**src/sv/pls_pkg.sv**
```systemverilog
// Types, sizes and codes for the positional list store.
// No dependencies; used by the cell, chain, top-level and checker files.
`default_nettype none
package pls_pkg;

  localparam int Depth      = 16;
  localparam int ValueWidth = 32;

  // Fixed field widths of the stream beats.
  localparam int CmdW  = 3;
  localparam int PosW  = 5;
  localparam int InValW = 32;
  localparam int StW   = 2;
  localparam int OutIdxW = 4;
  localparam int OutLenW = 5;

  localparam int IdxW = (Depth > 1) ? $clog2(Depth) : 1;
  localparam int CntW = $clog2(Depth + 1);
  localparam int CmpW = (PosW > CntW) ? PosW : CntW;

  localparam int InDataW  = 40;
  localparam int OutDataW = 48;

  typedef logic [ValueWidth-1:0] value_t;
  typedef value_t [Depth-1:0] entries_t;

  typedef enum logic [CmdW-1:0] {
    CMD_INS_FRONT = 3'd0,
    CMD_INS_BACK  = 3'd1,
    CMD_INS_AT    = 3'd2,
    CMD_DEL_FRONT = 3'd3,
    CMD_DEL_BACK  = 3'd4,
    CMD_DEL_AT    = 3'd5,
    CMD_UPDATE    = 3'd6,
    CMD_TRAVERSE  = 3'd7
  } cmd_e;

  typedef enum logic [StW-1:0] {
    STAT_OK    = 2'd0,
    STAT_FULL  = 2'd1,
    STAT_EMPTY = 2'd2,
    STAT_RANGE = 2'd3
  } status_e;

  typedef enum logic [1:0] {
    CELL_HOLD = 2'd0,
    CELL_INS  = 2'd1,
    CELL_DEL  = 2'd2,
    CELL_UPD  = 2'd3
  } cell_op_e;

  typedef enum logic {
    ST_IDLE = 1'b0,
    ST_TRAV = 1'b1
  } state_e;

  // Broadcast to every cell of the row.
  typedef struct packed {
    cell_op_e          op;
    logic [CmpW-1:0]   pos;
    value_t            value;
  } cell_ctrl_t;

endpackage
`default_nettype wire

```
**src/sv/pls_cell.sv**
```systemverilog
// One storage cell of the list row: holds one entry, shifts with its neighbors.
// Depends on pls_pkg.
`default_nettype none
module pls_cell (
  input  logic                   clk_i,
  input  pls_pkg::cell_ctrl_t    ctrl_i,
  input  logic [pls_pkg::IdxW-1:0] cell_idx_i,
  input  pls_pkg::value_t        left_i,
  input  pls_pkg::value_t        right_i,
  output pls_pkg::value_t        entry_o
);

  pls_pkg::value_t entry_q, entry_d;
  logic [pls_pkg::CmpW-1:0] idx;

  assign idx = pls_pkg::CmpW'(cell_idx_i);

  always_comb begin
    entry_d = entry_q;
    unique case (ctrl_i.op)
      pls_pkg::CELL_HOLD: entry_d = entry_q;
      pls_pkg::CELL_INS: begin
        if (idx > ctrl_i.pos) begin
          entry_d = left_i;
        end else if (idx == ctrl_i.pos) begin
          entry_d = ctrl_i.value;
        end
      end
      pls_pkg::CELL_DEL: begin
        if (idx >= ctrl_i.pos) begin
          entry_d = right_i;
        end
      end
      pls_pkg::CELL_UPD: begin
        if (idx == ctrl_i.pos) begin
          entry_d = ctrl_i.value;
        end
      end
      default: entry_d = entry_q;
    endcase
  end

  always_ff @(posedge clk_i) begin
    entry_q <= entry_d;
  end

  assign entry_o = entry_q;

endmodule
`default_nettype wire

```
**src/sv/pls_chain.sv**
```systemverilog
// Row of Depth list cells, each linked to its left and right neighbor.
// Depends on pls_pkg and pls_cell.
`default_nettype none
module pls_chain (
  input  logic                clk_i,
  input  pls_pkg::cell_ctrl_t ctrl_i,
  output pls_pkg::entries_t   entries_o
);

  pls_pkg::entries_t entries;

  for (genvar i = 0; i < pls_pkg::Depth; i++) begin : g_cell
    pls_pkg::value_t left, right;
    // Ends feed their own entry; a delete loads it into the last cell.
    if (i == 0) begin : g_first
      assign left = entries[i];
    end else begin : g_left
      assign left = entries[i-1];
    end
    if (i == pls_pkg::Depth - 1) begin : g_last
      assign right = entries[i];
    end else begin : g_right
      assign right = entries[i+1];
    end

    pls_cell u_cell (
      .clk_i      (clk_i),
      .ctrl_i     (ctrl_i),
      .cell_idx_i (pls_pkg::IdxW'(i)),
      .left_i     (left),
      .right_i    (right),
      .entry_o    (entries[i])
    );
  end

  assign entries_o = entries;

endmodule
`default_nettype wire

```
**src/sv/positional_list_store.sv**
```systemverilog
// Top level of the positional list store: command decode, traverse sequencer,
// output register. Depends on pls_pkg and pls_chain.
//
//  channel  dir  tdata fields (low bit up)                          tlast
//  s_axis   in   command[2:0] position[7:3] value[39:8]             -
//  m_axis   out  status[1:0] element_value[33:2] element_index[37:34]
//                list_length[42:38] zero[47:43]                     last
//
// Edits and updates act on all cells of the row at once; inserts and deletes
// shift cells from the position on. Traverse: elements are read from the row
// through a single indexed port into the output register, in index order.
// Input is held off while a traverse streams; a stalled output holds its beat.
// Reset clears the length and the handshake state; entries are left as is.
`default_nettype none
module positional_list_store (
  input  logic                          clk_i,
  input  logic                          rst_ni,
  input  logic                          s_axis_tvalid_i,
  output logic                          s_axis_tready_o,
  // command, position, value
  input  logic [pls_pkg::InDataW-1:0]   s_axis_tdata_i,
  output logic                          m_axis_tvalid_o,
  input  logic                          m_axis_tready_i,
  // status, element_value, element_index, list_length, zero pad
  output logic [pls_pkg::OutDataW-1:0]  m_axis_tdata_o,
  output logic                          m_axis_tlast_o
);

  pls_pkg::state_e state_q, state_d;
  logic [pls_pkg::CntW-1:0] count_q, count_d;
  logic [pls_pkg::IdxW-1:0] trav_idx_q, trav_idx_d;

  logic                         out_valid_q;
  pls_pkg::status_e             out_status_q;
  logic [pls_pkg::InValW-1:0]   out_value_q;
  logic [pls_pkg::OutIdxW-1:0]  out_idx_q;
  logic [pls_pkg::OutLenW-1:0]  out_len_q;
  logic                         out_last_q;

  logic out_free, in_fire, trav_emit, trav_last;
  pls_pkg::cmd_e cmd;
  logic [pls_pkg::CmpW-1:0] pos, cnt;
  logic signed [pls_pkg::InValW-1:0] in_value;
  pls_pkg::status_e status;
  pls_pkg::cell_op_e op;
  logic [pls_pkg::CmpW-1:0] eff_pos;
  logic [pls_pkg::CntW-1:0] new_count;
  pls_pkg::cell_ctrl_t ctrl;
  pls_pkg::entries_t entries;
  pls_pkg::value_t trav_entry;

  assign out_free = !out_valid_q || m_axis_tready_i;
  assign in_fire  = s_axis_tvalid_i && s_axis_tready_o;

  assign cmd      = pls_pkg::cmd_e'(s_axis_tdata_i[2:0]);
  assign pos      = pls_pkg::CmpW'(s_axis_tdata_i[7:3]);
  assign in_value = s_axis_tdata_i[39:8];
  assign cnt      = pls_pkg::CmpW'(count_q);

  // Command decode and bounds checks.
  always_comb begin
    status    = pls_pkg::STAT_OK;
    op        = pls_pkg::CELL_HOLD;
    eff_pos   = pos;
    new_count = count_q;
    unique case (cmd)
      pls_pkg::CMD_INS_FRONT, pls_pkg::CMD_INS_BACK, pls_pkg::CMD_INS_AT: begin
        if (cmd == pls_pkg::CMD_INS_FRONT) begin
          eff_pos = '0;
        end else if (cmd == pls_pkg::CMD_INS_BACK) begin
          eff_pos = cnt;
        end
        if (count_q == pls_pkg::CntW'(pls_pkg::Depth)) begin
          status = pls_pkg::STAT_FULL;
        end else if (eff_pos > cnt) begin
          status = pls_pkg::STAT_RANGE;
        end else begin
          op        = pls_pkg::CELL_INS;
          new_count = count_q + pls_pkg::CntW'(1);
        end
      end
      pls_pkg::CMD_DEL_FRONT, pls_pkg::CMD_DEL_BACK, pls_pkg::CMD_DEL_AT: begin
        if (cmd == pls_pkg::CMD_DEL_FRONT) begin
          eff_pos = '0;
        end else if (cmd == pls_pkg::CMD_DEL_BACK) begin
          eff_pos = cnt - pls_pkg::CmpW'(1);
        end
        if (count_q == '0) begin
          status = pls_pkg::STAT_EMPTY;
        end else if (eff_pos >= cnt) begin
          status = pls_pkg::STAT_RANGE;
        end else begin
          op        = pls_pkg::CELL_DEL;
          new_count = count_q - pls_pkg::CntW'(1);
        end
      end
      pls_pkg::CMD_UPDATE: begin
        if (count_q == '0) begin
          status = pls_pkg::STAT_EMPTY;
        end else if (pos >= cnt) begin
          status = pls_pkg::STAT_RANGE;
        end else begin
          op = pls_pkg::CELL_UPD;
        end
      end
      pls_pkg::CMD_TRAVERSE: begin
        if (count_q == '0) begin
          status = pls_pkg::STAT_EMPTY;
        end
      end
      default: status = pls_pkg::STAT_OK;
    endcase
  end

  always_comb begin
    ctrl.op    = in_fire ? op : pls_pkg::CELL_HOLD;
    ctrl.pos   = eff_pos;
    ctrl.value = pls_pkg::ValueWidth'(in_value);
  end

  pls_chain u_chain (
    .clk_i     (clk_i),
    .ctrl_i    (ctrl),
    .entries_o (entries)
  );

  assign trav_entry = entries[trav_idx_q];
  assign trav_last  = (pls_pkg::CntW'(trav_idx_q) + pls_pkg::CntW'(1)) == count_q;

  // Next state.
  always_comb begin
    state_d = state_q;
    unique case (state_q)
      pls_pkg::ST_IDLE: begin
        if (in_fire && cmd == pls_pkg::CMD_TRAVERSE && count_q != '0) begin
          state_d = pls_pkg::ST_TRAV;
        end
      end
      pls_pkg::ST_TRAV: begin
        if (out_free && trav_last) begin
          state_d = pls_pkg::ST_IDLE;
        end
      end
      default: state_d = pls_pkg::ST_IDLE;
    endcase
  end

  // State outputs.
  always_comb begin
    s_axis_tready_o = 1'b0;
    trav_emit       = 1'b0;
    unique case (state_q)
      pls_pkg::ST_IDLE: s_axis_tready_o = out_free;
      pls_pkg::ST_TRAV: trav_emit = out_free;
      default: s_axis_tready_o = 1'b0;
    endcase
  end

  always_comb begin
    count_d    = count_q;
    trav_idx_d = trav_idx_q;
    if (in_fire) begin
      count_d    = new_count;
      trav_idx_d = '0;
    end else if (trav_emit) begin
      trav_idx_d = trav_idx_q + pls_pkg::IdxW'(1);
    end
  end

  always_ff @(posedge clk_i or negedge rst_ni) begin
    if (!rst_ni) begin
      state_q     <= pls_pkg::ST_IDLE;
      count_q     <= '0;
      trav_idx_q  <= '0;
      out_valid_q <= 1'b0;
    end else begin
      state_q    <= state_d;
      count_q    <= count_d;
      trav_idx_q <= trav_idx_d;
      // a non-empty traverse emits its first beat from the sequencer
      if ((in_fire && !(cmd == pls_pkg::CMD_TRAVERSE && count_q != '0)) || trav_emit) begin
        out_valid_q <= 1'b1;
      end else if (m_axis_tready_i) begin
        out_valid_q <= 1'b0;
      end
    end
  end

  always_ff @(posedge clk_i) begin
    if (trav_emit) begin
      out_status_q <= pls_pkg::STAT_OK;
      out_value_q  <= pls_pkg::InValW'(trav_entry);
      out_idx_q    <= pls_pkg::OutIdxW'(trav_idx_q);
      out_len_q    <= pls_pkg::OutLenW'(count_q);
      out_last_q   <= trav_last;
    end else if (in_fire) begin
      out_status_q <= status;
      out_value_q  <= '0;
      out_idx_q    <= '0;
      out_len_q    <= pls_pkg::OutLenW'(new_count);
      out_last_q   <= 1'b1;
    end
  end

  assign m_axis_tvalid_o = out_valid_q;
  assign m_axis_tlast_o  = out_last_q;
  assign m_axis_tdata_o  = {5'd0, out_len_q, out_idx_q, out_value_q, out_status_q};

endmodule
`default_nettype wire

```
**config.mk**
```make
export PLATFORM = sky130hd
export DESIGN_NAME = positional_list_store
export DESIGN_NICKNAME = d
export VERILOG_FILES = /design/src/sv/pls_pkg.sv /design/src/sv/pls_cell.sv /design/src/sv/pls_chain.sv /design/src/sv/positional_list_store.sv
export SDC_FILE = /design/constraint.sdc
export NUM_CORES = 1
export LEC_CHECK = 0
export BUFFER_PORTS_ARGS = -buffer_cell sky130_fd_sc_hd__buf_2
export CELL_PAD_IN_SITES_DETAIL_PLACEMENT = 0
export CELL_PAD_IN_SITES_GLOBAL_PLACEMENT = 1
export CORE_MARGIN = 5
export CORE_UTILIZATION = 35
export CTS_BUF_LIST = sky130_fd_sc_hd__clkbuf_2 sky130_fd_sc_hd__clkbuf_4 sky130_fd_sc_hd__clkbuf_8
export DETAILED_ROUTE_END_ITERATION = 16
export PLACE_DENSITY_LB_ADDON = 0.1
export SKIP_LAST_GASP = 1
export SYNTH_ARGS = -nofsm -noshare
export SYNTH_HDL_FRONTEND = slang
export SYNTH_HIERARCHICAL = 1
export SYNTH_SLANG_ARGS = --single-unit
```
**constraint.sdc**
```tcl
create_clock -name clk_i -period 9.5 [get_ports clk_i]
set_clock_uncertainty 0.05 [all_clocks]
set_input_delay 0.95 -clock clk_i [delete_from_list [all_inputs] [get_ports clk_i]]
set_output_delay 0.95 -clock clk_i [all_outputs]
set_load 0.005 [all_outputs]
```
* Yosys cells after proc, flatten, opt, wreduce, memory -nomap -nowiden
Index checks and enable logic that the tools add are counted.
Word-level totals: bits in registers 567, bits of input ports 44, output and inout bits 51, logic and storage cells 254
Operators by class: add/subtract/negate cells 4, magnitude comparators 35, equality and inequality tests 43, multiplexer cells 110, bitwise operators 2, reduce and logical (&&, ||, !) cells 35
Operators with widths (number):
- 2-to-1 mux 32 bit | 50
- case mux 32 bit (3 select lines) | 15
- binary-select mux 32 bit (select 4 bit) | 1
- case mux 32 bit (2 select lines) | 1
- 2-to-1 mux 5 bit | 12
- == test 4 x 5 -> 1 bit, first input constant | 8
- greater-than comparator 4 x 5 -> 1 bit, first input constant | 8
- greater-or-equal comparator 4 x 5 -> 1 bit, first input constant | 7
- != test 2 bit, second input constant | 16
- AND reduction 2 bit | 14
- 2-to-1 mux 2 bit | 12
- == test 3 x 5 -> 1 bit, first input constant | 4
- greater-or-equal comparator 3 x 5 -> 1 bit, first input constant | 4
- greater-than comparator 3 x 5 -> 1 bit, first input constant | 4
- case mux 5 bit (2 select lines) | 2
- 2-to-1 mux 4 bit | 4
- == test 3 bit, second input constant | 4
- == test 2 x 5 -> 1 bit, first input constant | 2
- greater-or-equal comparator 1 x 5 -> 1 bit, first input constant | 2
- greater-or-equal comparator 2 x 5 -> 1 bit, first input constant | 2
- greater-or-equal comparator 5 bit | 2
- greater-than comparator 1 x 5 -> 1 bit, first input constant | 2
- greater-than comparator 2 x 5 -> 1 bit, first input constant | 2
- zero test 5 bit | 2
- 28 further kinds | 49

* Longest topological paths before layout
depth in word-level cells 12, mapped depth 17

* Modules after synthesis
The synthesis kept the hierarchy.
Modules (own cells, without submodules):
- pls_cell | times used 16, cells an instance 195, area an instance 2253.4 um^2
- positional_list_store | times used 1, cells an instance 515, area an instance 7026.7 um^2
- pls_chain | times used 1, cells an instance 2, area an instance 7.5 um^2

* Worst setup path after synthesis
No wires, ideal clock.
path kind input-to-reg, from in s_axis_tdata_i[2] in the netlist's numbering, to reg u_chain.g_cell[0].u_cell.entry_q[0] (data pin), data arrival time 7463 ps, setup slack 1722 ps, cell stages on the path 16, buffers on the path 3, cells stage by stage clkbuf_1 clkbuf_1 nand2_1 o22ai_1 nor2_1 ha_1 a21oi_1 o21ai_1 a31oi_1 nand2_1 a221oi_1 inv_1 a31o_2 a31oi_2 buf_4 o221ai_2
RTL lines:
- start, declared | line positional_list_store.sv:21 | input logic [pls_pkg::InDataW-1:0] s_axis_tdata_i,
- end signal, assigned | line pls_cell.sv:44 | entry_q <= entry_d;
- end, declared | line pls_cell.sv:13 | pls_pkg::value_t entry_q, entry_d;

==> metrics.txt <==
crit path max-delay cell type a31oi_4; vias 29510; Post-Syn Instances 3637; crit path capture type register; Slew Viols, Final 0; via/cell ratio 5.403; Avg Inst Size Synth 11.85 um^2; TritonCTS clock tree built; Netlist cell types 60; RSZ-0062 raised after global routing false; Post-Syn Area 43090 um^2; CTS root buf clkbuf_8; Top FF cell, synth edfxtp_1; DRT Pass-1 Iters 8; Total Wirelength 132.4 mm; number of global-route vias before repair just over 30000; PortBufs just under 90; IO Pins 95; CTS Buf Count approximately 120; # Post-CTS Setup Buffers 0; final worst path period share 0.6525; VDD IR max 0.2434 mV; Initial Util 0.3531; slew margin rel. 0.2068; total die area approximately 130000 um^2; Min-Delay Path Class primary input to register; reg2reg setup slack 3300 ps; post-synthesis compound-gate area fraction 0.2072; min Tclk post-route 6199 ps; multi-input logic area between 20000 and 25000 um^2; Synth area leaders edfxtp_1 39%, o221ai_2 17%, mux2i_1 12%, mux4_2 8.4%, inv_1 5.2%; Final Instance Area 47400 um^2; share of cells above drive strength 1 0.2968; Yosys top cell by area edfxtp_1; WP data required 9970 ps; sequential cell area 16960 um^2; placer congestion estimate 0.7640; Final ANT Viol Nets 0; register area share after synthesis 0.3934; clock transition at the registers of the reported paths around 60 ps; maximum fanout along the worst path 45; critical setup path kind register to register; PostCTS Resize Cnt 0; pre-CTS WS 3002 ps; P&R area growth vs syn 10.00%; nets@finish 3864; flops & latches, synth approximately 570; most frequent cells in the layout 601 x inv_1, 554 x edfxtp_1, 536 x nand2_1; crit-path max cell delay approximately 750 ps; commonest non-fill, non-tap cell in the layout inv_1; total congestion overflow 0; combinational family with the most area after synthesis compound AO/OA/AOI/OAI gates; Max Cap Viol 0; Final WS setup 3301 ps; EDFF count, synth 554; setup violators final 0; Core ar. 122000 um^2; Setup crit start kind register; Synthesis Warnings 6; Power Total 11070 uW; worst-path cell chain inv_1, ha_1, nor3b_1, xnor2_1, o22ai_1, nor2_1, ha_1, a21o_1, a31oi_1, nand2_1, a221oi_4, buf_4, inv_1, a31o_2, a31oi_4, buf_4, o221ai_2; Sink Count 567; post-synth top area share 0.3861; pwr dens 233.6 nW/um^2; WL/cell about 24 um; Initial DRC Count about 1900; pin count of the biggest net entering global routing 68; multiplexer share of the synthesized area 0.2026; crit path DAT 6670 ps; row count 128; Hold Slack 355.8 ps; worst skew pair latency 820 ps; Post-CTS Hold Fix Bufs 1; chip height between 300 and 400 um; status completed; DP HPWL 93.19 mm; setup tns final 0 ps; Pleak ~0.02 uW; Total Routing Usage GR 0.2000; slew of the pin with the lowest slew margin about 1200 ps; initial antenna violation count 11; Die X approximately 360 um; DR DRC count 0; Post-Synth XOR/XNOR Area 0.002439; H-tree levels 3; fillcell total between 10000 and 15000; Post-Place Cell Area around 45000 um^2; Clock Path Buffers 3; endpoints failing hold 0; Achievable Freq 161.3 MHz; first-pass GRT wire length 204.7 mm; Adder-Cell Fraction of Synth Area 0.02381; Post-Synth Simple-Gate Area 0.07997; ys async rst share 0.01940
## Yosys cell counts, drive strengths merged, types with 4 or more instances
cell	count
inv	603
edfxtp	554
nand2	553
mux2i	512
o221ai	512
buf	175
mux4	160
ha	82
clkbuf	76
and2	54
nor2b	39
nor2	33
o21ai	24
and3	22
nand3	22
a31oi	21
a21o	20
o311ai	19
or2	19
nand2b	18
a221o	16
a31o	16
a21oi	15
dfrtp	11
xnor2	9
nor3	6
a221oi	5
o31ai	4
## cell families after synthesis
group / Yosys count
AO/OA/AOI/OAI: 676
XOR/XNOR: 12
adder cells (fa/ha/maj): 82
buffers and inverters: 854
flip-flops: 567
multiplexers: 672
other: 3
AND/OR/NAND/NOR: 771
## routing by layer
layer	vias up	global-route usage	share of wire
met4	0	0.04048	0.015
met5	-	0	0
met1	14900	0.3010	0.51
li1	13920	-	-
met2	553	0.3103	0.44
met3	133	0.02434	0.037
## through the flow
stage	util	std cells
2_1_floorplan	-	3703
3_3_place_gp	0.3694	5243
3_5_place_dp	0.3694	5243
4_1_cts	0.3883	5459
5_1_grt	0.3884	5460
6_report	0.3884	5462
## report_power, final
group          switching (uW)  total [uW]  internal, uW
Combinational            2800        4760          1960
Clock                    1200        2620          1420
Sequential                324        3690          3370
## final timing paths
| kind | start | cells past startpoint | end |
|---|---|---|---|
| worst max register to register | cnt[0] | 17 | u_chain/g_cell[1].u_cell/entry_o[5] |
| max in group asynchronous | rst_ni | 2 | trav_idx_q[0] |
| worst min register to register | out_status_q[1] | 2 | out_status_q[1] |
| min in group asynchronous | rst_ni | 2 | cnt[2] |
| worst min-delay path | s_axis_tvalid_i | 3 | m_axis_tvalid_o |
| worst max-delay path | cnt[0] | 17 | u_chain/g_cell[1].u_cell/entry_o[5] |
## flip-flops by register name, summed over array words and instances (netlist names)
name / cells
cnt: 5
m_axis_tlast_o: 1
m_axis_tvalid_o: 1
out_idx_q: 4
out_len_q: 5
out_status_q: 2
out_value_q: 32
state_q: 1
trav_idx_q: 4
u_chain/g_cell.u_cell/entry_o: 512
## worst max-delay path, delay by kind of cell, from the launching register on
kind | cells | cell delay [ps]
XOR/XNOR | 1 | 210
buffers and inverters | 4 | 1330
AND/OR/NAND/NOR | 3 | 940
adder cells (fa/ha/maj) | 2 | 500
AO/OA/AOI/OAI | 7 | 2300
flip-flops | 1 | 530
## final cells by class
class | instances | area share
Sequential cell | 567 | 0.3578
Inverter | 603 | 0.04775
Clock inverter | 39 | 0.004672
Multi-Input combinational cell | 2282 | 0.4806
Clock buffer | 176 | 0.04398
Timing Repair Buffer | 167 | 0.02207
Antenna cell | 3 | 0.0001584
Tap cell | 1625 | 0.04290
No activity file was read; power rests on OpenSTA's default activity.
